===== config.mk =====
export PLATFORM = sky130hd
export DESIGN_NAME = alarm_annunciator_controller
export DESIGN_NICKNAME = d
export VERILOG_FILES = /design/src/design/aac_pkg.sv /design/src/design/aac_cell.sv /design/src/design/alarm_annunciator_controller.sv
export SDC_FILE = /design/constraint.sdc
export NUM_CORES = 1
export LEC_CHECK = 0
export BUFFER_PORTS_ARGS = -buffer_cell sky130_fd_sc_hd__buf_2
export CAP_MARGIN = 20
export CORE_UTILIZATION = 55
export DETAILED_ROUTE_END_ITERATION = 12
export PLACE_DENSITY = 0.88
export SYNTH_ARGS = -nofsm -noshare
export SYNTH_HDL_FRONTEND = slang
export SYNTH_HIERARCHICAL = 1
export SYNTH_SLANG_ARGS = --single-unit

===== constraint.sdc =====
create_clock -name clk -period 2.4 [get_ports clk]
set_clock_uncertainty 0.2 [all_clocks]
set_input_delay 0.12 -clock clk [delete_from_list [all_inputs] [get_ports clk]]
set_output_delay 0.12 -clock clk [all_outputs]
set_load 0.05 [all_outputs]

===== src/design/aac_pkg.sv =====
// Shared types and constants for the alarm annunciator controller.
package aac_pkg;

  localparam int ALARM_COUNT_DEF = 6;
  localparam int IDX_W = 3;
  localparam int CNT_W = 3;
  localparam int CFG_INDEX_W = 1;
  localparam int CFG_DATA_W = 3;

  localparam logic [1:0] MODE_RAISE = 2'd0;
  localparam logic [1:0] MODE_MUTE = 2'd1;
  localparam logic [1:0] MODE_RESET = 2'd2;

  localparam logic [1:0] EVT_NONE = 2'd0;
  localparam logic [1:0] EVT_OFF = 2'd1;
  localparam logic [1:0] EVT_ON = 2'd2;

  localparam logic [CFG_INDEX_W-1:0] REG_SOUND_LIMIT = 1'd0;
  localparam logic [CFG_INDEX_W-1:0] REG_UNLIMITED = 1'd1;

  localparam logic [CNT_W-1:0] SOUND_LIMIT_RST = 3'd3;

  typedef enum logic [1:0] {
    ST_IDLE,
    ST_SCAN,
    ST_DONE
  } state_t;

  typedef struct packed {
    logic [1:0]       mode;
    logic [IDX_W-1:0] alarm_index;
  } req_t;

  typedef struct packed {
    logic             buzzer_on;
    logic             display_active;
    logic [IDX_W-1:0] display_alarm;
    logic [1:0]       display_event;
    logic             bad_index;
  } rsp_t;

  typedef struct packed {
    logic [CNT_W-1:0] limit;
    logic             unlimited;
  } cfg_t;

  typedef struct packed {
    logic set_pending;
    logic mute_clear;
    logic clear_all;
  } cell_cmd_t;

  typedef struct packed {
    logic muted;
    logic hit;
    logic pass;
    logic pend;
  } cell_stat_t;

endpackage


===== src/design/aac_cell.sv =====
// One alarm cell: pending flag, sound count and the scan token stage.
module aac_cell import aac_pkg::*; (
  input  logic       clk,
  input  logic       rst,
  input  cell_cmd_t  cmd,
  input  logic       sel,
  input  cfg_t       cfg,
  input  logic       tok_in,
  output cell_stat_t stat
);

  logic             pending;
  logic [CNT_W-1:0] count;
  logic             tok;

  always_ff @(posedge clk) begin
    if (rst) begin
      pending <= 1'b0;
      count   <= '0;
      tok     <= 1'b0;
    end else begin
      tok <= tok_in;
      if (cmd.clear_all) begin
        pending <= 1'b0;
        count   <= '0;
      end else if (sel && cmd.set_pending) begin
        pending <= 1'b1;
      end else if (sel && cmd.mute_clear) begin
        pending <= 1'b0;
        if (!cfg.unlimited && (count < cfg.limit)) begin
          count <= count + CNT_W'(1);
        end
      end
    end
  end

  always_comb begin
    stat.muted = !cfg.unlimited && (count >= cfg.limit);
    stat.hit   = tok && pending;
    stat.pass  = tok && !pending;
    stat.pend  = pending;
  end

endmodule


===== src/design/alarm_annunciator_controller.sv =====
// Alarm annunciator top level: command decode, scan control and the row of alarm cells.
//
//   channel | direction | handshake           | beat
//   req     | in        | req_valid/req_stall | mode, alarm_index
//   rsp     | out       | rsp_valid/rsp_stall | buzzer, display state and event, bad index
//   cfg     | in        | cfg_valid/cfg_ready | register index, write data
//
// A beat with no display search (bad index, raise with an alarm shown, mute with nothing
// shown, reset all, unused mode) goes straight to the done state; one that searches
// walks the token one cell per cycle until the lowest pending alarm is found. One
// beat at a time; req_stall is high from acceptance until the result is
// loaded. The result waits in the output register while rsp_stall is high; the next beat
// may be taken meanwhile. Reset (rst, synchronous) clears all alarm state and
// sets sound_limit to 3, unlimited_sound to 0.
module alarm_annunciator_controller import aac_pkg::*; #(
  parameter int ALARM_COUNT = ALARM_COUNT_DEF
) (
  input  logic                   clk,
  input  logic                   rst,
  input  logic                   req_valid,
  output logic                   req_stall,
  input  req_t                   req,
  output logic                   rsp_valid,
  input  logic                   rsp_stall,
  output rsp_t                   rsp,
  input  logic                   cfg_valid,
  output logic                   cfg_ready,
  input  logic [CFG_INDEX_W-1:0] cfg_index,
  input  logic [CFG_DATA_W-1:0]  cfg_data
);

  state_t state;
  state_t state_next;

  cfg_t             cfg;
  logic             buzzer;
  logic             shown_valid;
  logic [IDX_W-1:0] shown_index;
  logic [1:0]       evt;
  logic             bad;
  logic             sound;

  cell_cmd_t              cmd;
  logic [ALARM_COUNT-1:0] sel;
  logic [ALARM_COUNT-1:0] sel_req;
  logic [ALARM_COUNT-1:0] sel_shown;
  logic [ALARM_COUNT-1:0] tok_in;
  cell_stat_t             stat [ALARM_COUNT];
  logic [ALARM_COUNT-1:0] muted_vec;
  logic [ALARM_COUNT-1:0] hit_vec;
  logic [ALARM_COUNT-1:0] pend_vec;

  logic             accept;
  logic             load;
  logic             scan_start;
  logic             hit_any;
  logic             hit_muted;
  logic [IDX_W-1:0] hit_index;
  logic             scan_end;
  logic             idx_bad;
  logic             req_muted;

  // cell row
  for (genvar i = 0; i < ALARM_COUNT; i++) begin : g_cell
    if (i == 0) begin : g_head
      assign tok_in[i] = scan_start;
    end else begin : g_link
      assign tok_in[i] = stat[i-1].pass;
    end
    aac_cell u_cell (
      .clk    (clk),
      .rst    (rst),
      .cmd    (cmd),
      .sel    (sel[i]),
      .cfg    (cfg),
      .tok_in (tok_in[i]),
      .stat   (stat[i])
    );
    assign muted_vec[i] = stat[i].muted;
    assign hit_vec[i]   = stat[i].hit;
    assign pend_vec[i]  = stat[i].pend;
    assign sel_req[i]   = (req.alarm_index == IDX_W'(i));
    assign sel_shown[i] = (shown_index == IDX_W'(i));
  end

  assign scan_end = stat[ALARM_COUNT-1].pass;

  always_comb begin
    hit_index = '0;
    for (int i = 0; i < ALARM_COUNT; i++) begin
      if (hit_vec[i]) begin
        hit_index = hit_index | IDX_W'(i);
      end
    end
  end

  assign hit_any   = |hit_vec;
  assign hit_muted = |(hit_vec & muted_vec);
  assign req_muted = |(sel_req & muted_vec);
  assign idx_bad   = ({1'b0, req.alarm_index} >= (IDX_W + 1)'(ALARM_COUNT));

  // config
  assign cfg_ready = 1'b1;

  always_ff @(posedge clk) begin
    if (rst) begin
      cfg.limit     <= SOUND_LIMIT_RST;
      cfg.unlimited <= 1'b0;
    end else if (cfg_valid && cfg_ready) begin
      case (cfg_index)
        REG_SOUND_LIMIT: cfg.limit <= cfg_data;
        REG_UNLIMITED:   cfg.unlimited <= cfg_data[0];
        default: ;
      endcase
    end
  end

  // next state
  always_comb begin
    state_next = state;
    case (state)
      ST_IDLE: begin
        if (accept) begin
          state_next = scan_start ? ST_SCAN : ST_DONE;
        end
      end
      ST_SCAN: begin
        if (hit_any || scan_end) begin
          state_next = ST_DONE;
        end
      end
      ST_DONE: begin
        if (load) begin
          state_next = ST_IDLE;
        end
      end
      default: state_next = ST_IDLE;
    endcase
  end

  // FSM outputs and beat decode
  always_comb begin
    req_stall  = (state != ST_IDLE);
    accept     = (state == ST_IDLE) && req_valid;
    load       = (state == ST_DONE) && (!rsp_valid || !rsp_stall);
    cmd        = '0;
    sel        = '0;
    scan_start = 1'b0;
    if (accept) begin
      case (req.mode)
        MODE_RAISE: begin
          cmd.set_pending = !idx_bad;
          sel             = sel_req;
          scan_start      = !idx_bad && !shown_valid;
        end
        MODE_MUTE: begin
          cmd.mute_clear = shown_valid;
          sel            = sel_shown;
          scan_start     = shown_valid;
        end
        MODE_RESET: begin
          cmd.clear_all = 1'b1;
        end
        default: ;
      endcase
    end
  end

  always_ff @(posedge clk) begin
    if (rst) begin
      state       <= ST_IDLE;
      buzzer      <= 1'b0;
      shown_valid <= 1'b0;
      shown_index <= '0;
      evt         <= EVT_NONE;
      bad         <= 1'b0;
      sound       <= 1'b0;
    end else begin
      state <= state_next;
      if (accept) begin
        evt <= EVT_NONE;
        bad <= 1'b0;
        case (req.mode)
          MODE_RAISE: begin
            if (idx_bad) begin
              bad <= 1'b1;
            end else begin
              sound <= 1'b0;
              if (!req_muted) begin
                buzzer <= 1'b1;
              end
            end
          end
          MODE_MUTE: begin
            if (shown_valid) begin
              buzzer      <= 1'b0;
              shown_valid <= 1'b0;
              shown_index <= '0;
              evt         <= EVT_OFF;
              sound       <= 1'b1;
            end
          end
          MODE_RESET: begin
            buzzer      <= 1'b0;
            shown_valid <= 1'b0;
            shown_index <= '0;
            evt         <= EVT_OFF;
          end
          default: ;
        endcase
      end else if ((state == ST_SCAN) && hit_any) begin
        shown_valid <= 1'b1;
        shown_index <= hit_index;
        evt         <= evt | EVT_ON;
        if (sound && !hit_muted) begin
          buzzer <= 1'b1;
        end
      end
    end
  end

  // output register
  always_ff @(posedge clk) begin
    if (rst) begin
      rsp_valid <= 1'b0;
    end else if (load) begin
      rsp_valid <= 1'b1;
    end else if (!rsp_stall) begin
      rsp_valid <= 1'b0;
    end
  end

  always_ff @(posedge clk) begin
    if (load) begin
      rsp.buzzer_on      <= buzzer;
      rsp.display_active <= shown_valid;
      rsp.display_alarm  <= shown_valid ? shown_index : '0;
      rsp.display_event  <= evt;
      rsp.bad_index      <= bad;
    end
  end

  // checks
  a_hit_onehot: assert property (@(posedge clk) disable iff (rst)
    $onehot0(hit_vec))
    else $error("more than one cell claims the scan token");

  a_shown_pending: assert property (@(posedge clk) disable iff (rst)
    (state == ST_IDLE) && shown_valid |-> (pend_vec & sel_shown) != '0)
    else $error("alarm on display is not pending");

  a_scan_shows: assert property (@(posedge clk) disable iff (rst)
    (state == ST_SCAN) && hit_any |=> shown_valid && (state == ST_DONE))
    else $error("scan hit did not put an alarm on display");

  a_reset_clears: assert property (@(posedge clk) disable iff (rst)
    accept && (req.mode == MODE_RESET) |=> (pend_vec == '0) && !shown_valid && !buzzer)
    else $error("reset all left alarm state behind");

endmodule

==> metrics.yaml <==
pwr:
  p_per_area_nw_per_um2: 431.4
  p_seq_frac: 0.534
  leakage_nw: 1.636
  power.internal_w: 0.001251
  power_frac_clock: 0.300
  comb_power_share: 0.166
  ir_worst_vdd_uv: 355.9
  swShare: 0.2982
  switchingPower_w: 0.0005313
sta:
  setup-violations-final: 2
  post-route-min-period_ps: 2462
  fin_crit_sh: 1.026
  fmax_ghz: 0.4061
  setup_slack_ps: -62.15
  timing.slew.headroom: 0.4964
  finalSetupTns_ps: -105.1
  hold_viol_final: 1
  grt_setup_unrepaired: "yes"
  timing.hold.ws_ps: -8.607
  drv_slew: 0
  worst_pin_slew_ps: 755.4
floorplan:
  initial_utilization: 0.5716
  dieArea_um2: 6471
  die_x_um: 80.45
  rows: 28
  fp.dieH_um: 80.45
  coreArea_um2: 5921
  ios: 25
critical_path:
  crit_fanout: 7
  worstSetupPathType: "register to register"
  cp_slowest_cell: "dfxtp_4"
  worstPathCellList: "inv_1 > ha_1 > and3b_1 > nor2_1 > a21oi_1 > mux2_4 > a2bb2oi_2 > a31oi_1 > a21oi_1 > o221a_1"
  r2r_end: "buzzer"
  crit_required_ps: 2470
  r2r_start: "cfg[2]"
  r2r_slack_ps: -60
  end_kind: "register"
  slowest_delay_ps: 410
  rr_worst_depth: 10
  arrival_ps: 2540
  critPathLaunchType: "register"
  path_common_cell: "a21oi_1"
cts:
  htreeDepth: 2
  clock_path_buffers: 2
  cts_tree: "done"
  cts_root_buf: "clkbuf_8"
  clk_pin_slew_ps: 100
  clk-insertion-delay-late_ps: 330
  cts_buffers: 5
  cts_num_sinks: 54
route:
  routed_wl_um: 9493
  vias: 3166
  first_pass_iters: 5
  drc_errors: 0
  wl_per_cell_um: 19.14
  vias_per_cell: 6.383
  drt_iter0_markers: 391
  ant_nets: 0
placement:
  dp_cells: 476
  place_congestion: 0.9009
  numPortBuffers: 23
  place_area_um2: 3721
  pre_cts_ws_ps: -126.0
  dp_hpwl_um: 5693
grt:
  grt_pass1_vias: 2905
  grt_max_degree: 41
  antenna_found_initial: 0
  grt_overflow: 0
  grt_util_all_layers: 0.2656
  grt_pass1_wl_um: 13270
final_layout:
  num-fill-cells: 379
  drive_gt1_frac: 0.2755
  finalNetCount: 461
  syn_to_final_growth_pct: 22.03
  design_area_um2: 4130
  antenna_cells: 0
  finalNonFillerCells: 496
  final_core_util: 0.6976
worst_hold_path:
  min-delay-start: "req_valid"
  hold_path.class: "input pin to register"
  hold_depth: 4
  min_to: "state[1]"
run_status:
  status: "complete, but fails checks"
  violations: "negative hold slack, negative setup slack"
flow_run:
  drv_cap: 0
logic_synthesis:
  syn_inst: 363
  syn-cell-area_um2: 3384
  syn_avg_cell_area_um2: 9.324
  yosysWarnings: 6
  synthesis.nets: 404
[power groups by stage]
| stage | Clock (W) | Sequential, W | Combinational [W] |
|---|---|---|---|
| 2_1_floorplan | 0 | 0.000998 | 0.000142 |
| 4_1_cts | 0.000522 | 0.000949 | 0.000260 |
| 6_report | 0.000534 | 0.000951 | 0.000297 |
| 3_5_place_dp | 0 | 0.000971 | 0.000243 |
| 3_3_place_gp | 0 | 0.000969 | 0.000232 |
| 5_1_grt | 0.000582 | 0.000954 | 0.000314 |
[critical path: cells and delay by family, from the launching register on]
family	cells	cell delay, ps
AO/OA/AOI/OAI	5	760
flip-flops	1	410
AND/OR/NAND/NOR	2	360
adder cells (fa/ha/maj)	1	310
multiplexers	1	300
buffers and inverters	1	60
[what timing repair did]
item,in CTS,in global routing
gates resized for setup,4,35
hold buffers,7,0
setup endpoints to repair,2,16
gates cloned,0,0
buffers inserted,2,3
endpoints found under the hold margin,6,0
pin swaps,0,7
[how the worst max path moves through the flow]
stage | end | from | cells past startpoint
after global routing | buzzer | cfg[2] | 10
after detailed placement | buzzer | cfg[2] | 10
after floorplan | g_cell[1].u_cell/count[2] | state[1] | 7
after global placement | buzzer | cfg[2] | 10
final | buzzer | cfg[2] | 10
after CTS | buzzer | cfg[2] | 10
[stage by stage]
| step | power, W | hold slack (ps) |
|---|---|---|
| after floorplan | 0.001139 | -8.389 |
| after global placement | 0.001201 | 120.9 |
| after detailed placement | 0.001213 | 133.9 |
| after CTS | 0.001731 | 5.444 |
| after global routing | 0.001850 | 32.19 |
| final | 0.001782 | -8.607 |
[final cells by class]
cell class                 count  area [um^2]  area share
clock buffer                   5        68.82     0.01666
clock inverter                 3        21.27    0.005150
inverter                      25        93.84     0.02272
multi-input combinational    276         2282      0.5526
sequential                    54         1171      0.2835
tap                           75        93.84     0.02272
timing repair buffer          58        399.1     0.09664
[sequential cells by signal, indices dropped and copies added (netlist names)]
name,flops
cfg,4
bad,1
rsp_valid,1
sound,1
shown_index,3
state,2
shown_valid,1
g_cell.u_cell/pending,6
rsp,8
g_cell.u_cell/count,18
evt,2
buzzer,1
g_cell.u_cell/tok,6
[cell usage in the layout (no fill, tap or decap), types with 6 or more instances in the layout]
| cell | n |
|---|---|
| a21oi_1 | 15 |
| a22oi_1 | 8 |
| and2_1 | 8 |
| buf_2 | 23 |
| buf_4 | 27 |
| dfxtp_1 | 42 |
| dlygate4sd3_1 | 7 |
| edfxtp_1 | 8 |
| ha_1 | 20 |
| ha_4 | 7 |
| inv_1 | 24 |
| mux2i_1 | 20 |
| nand2_1 | 51 |
| nand3_1 | 14 |
| nand4bb_4 | 6 |
| nor2_1 | 25 |
| nor2b_1 | 16 |
| nor3_1 | 9 |
| nor4b_4 | 6 |
| or3_1 | 8 |
[routing by layer]
layer | routed length, um | track usage
met2 | 4504 | 0.4661
met3 | 795 | 0.05114
met4 | 576 | 0.1339
met5 | 0 | 0
met1 | 3616 | 0.3040
Note: power is estimated with default switching activity, not from simulation.
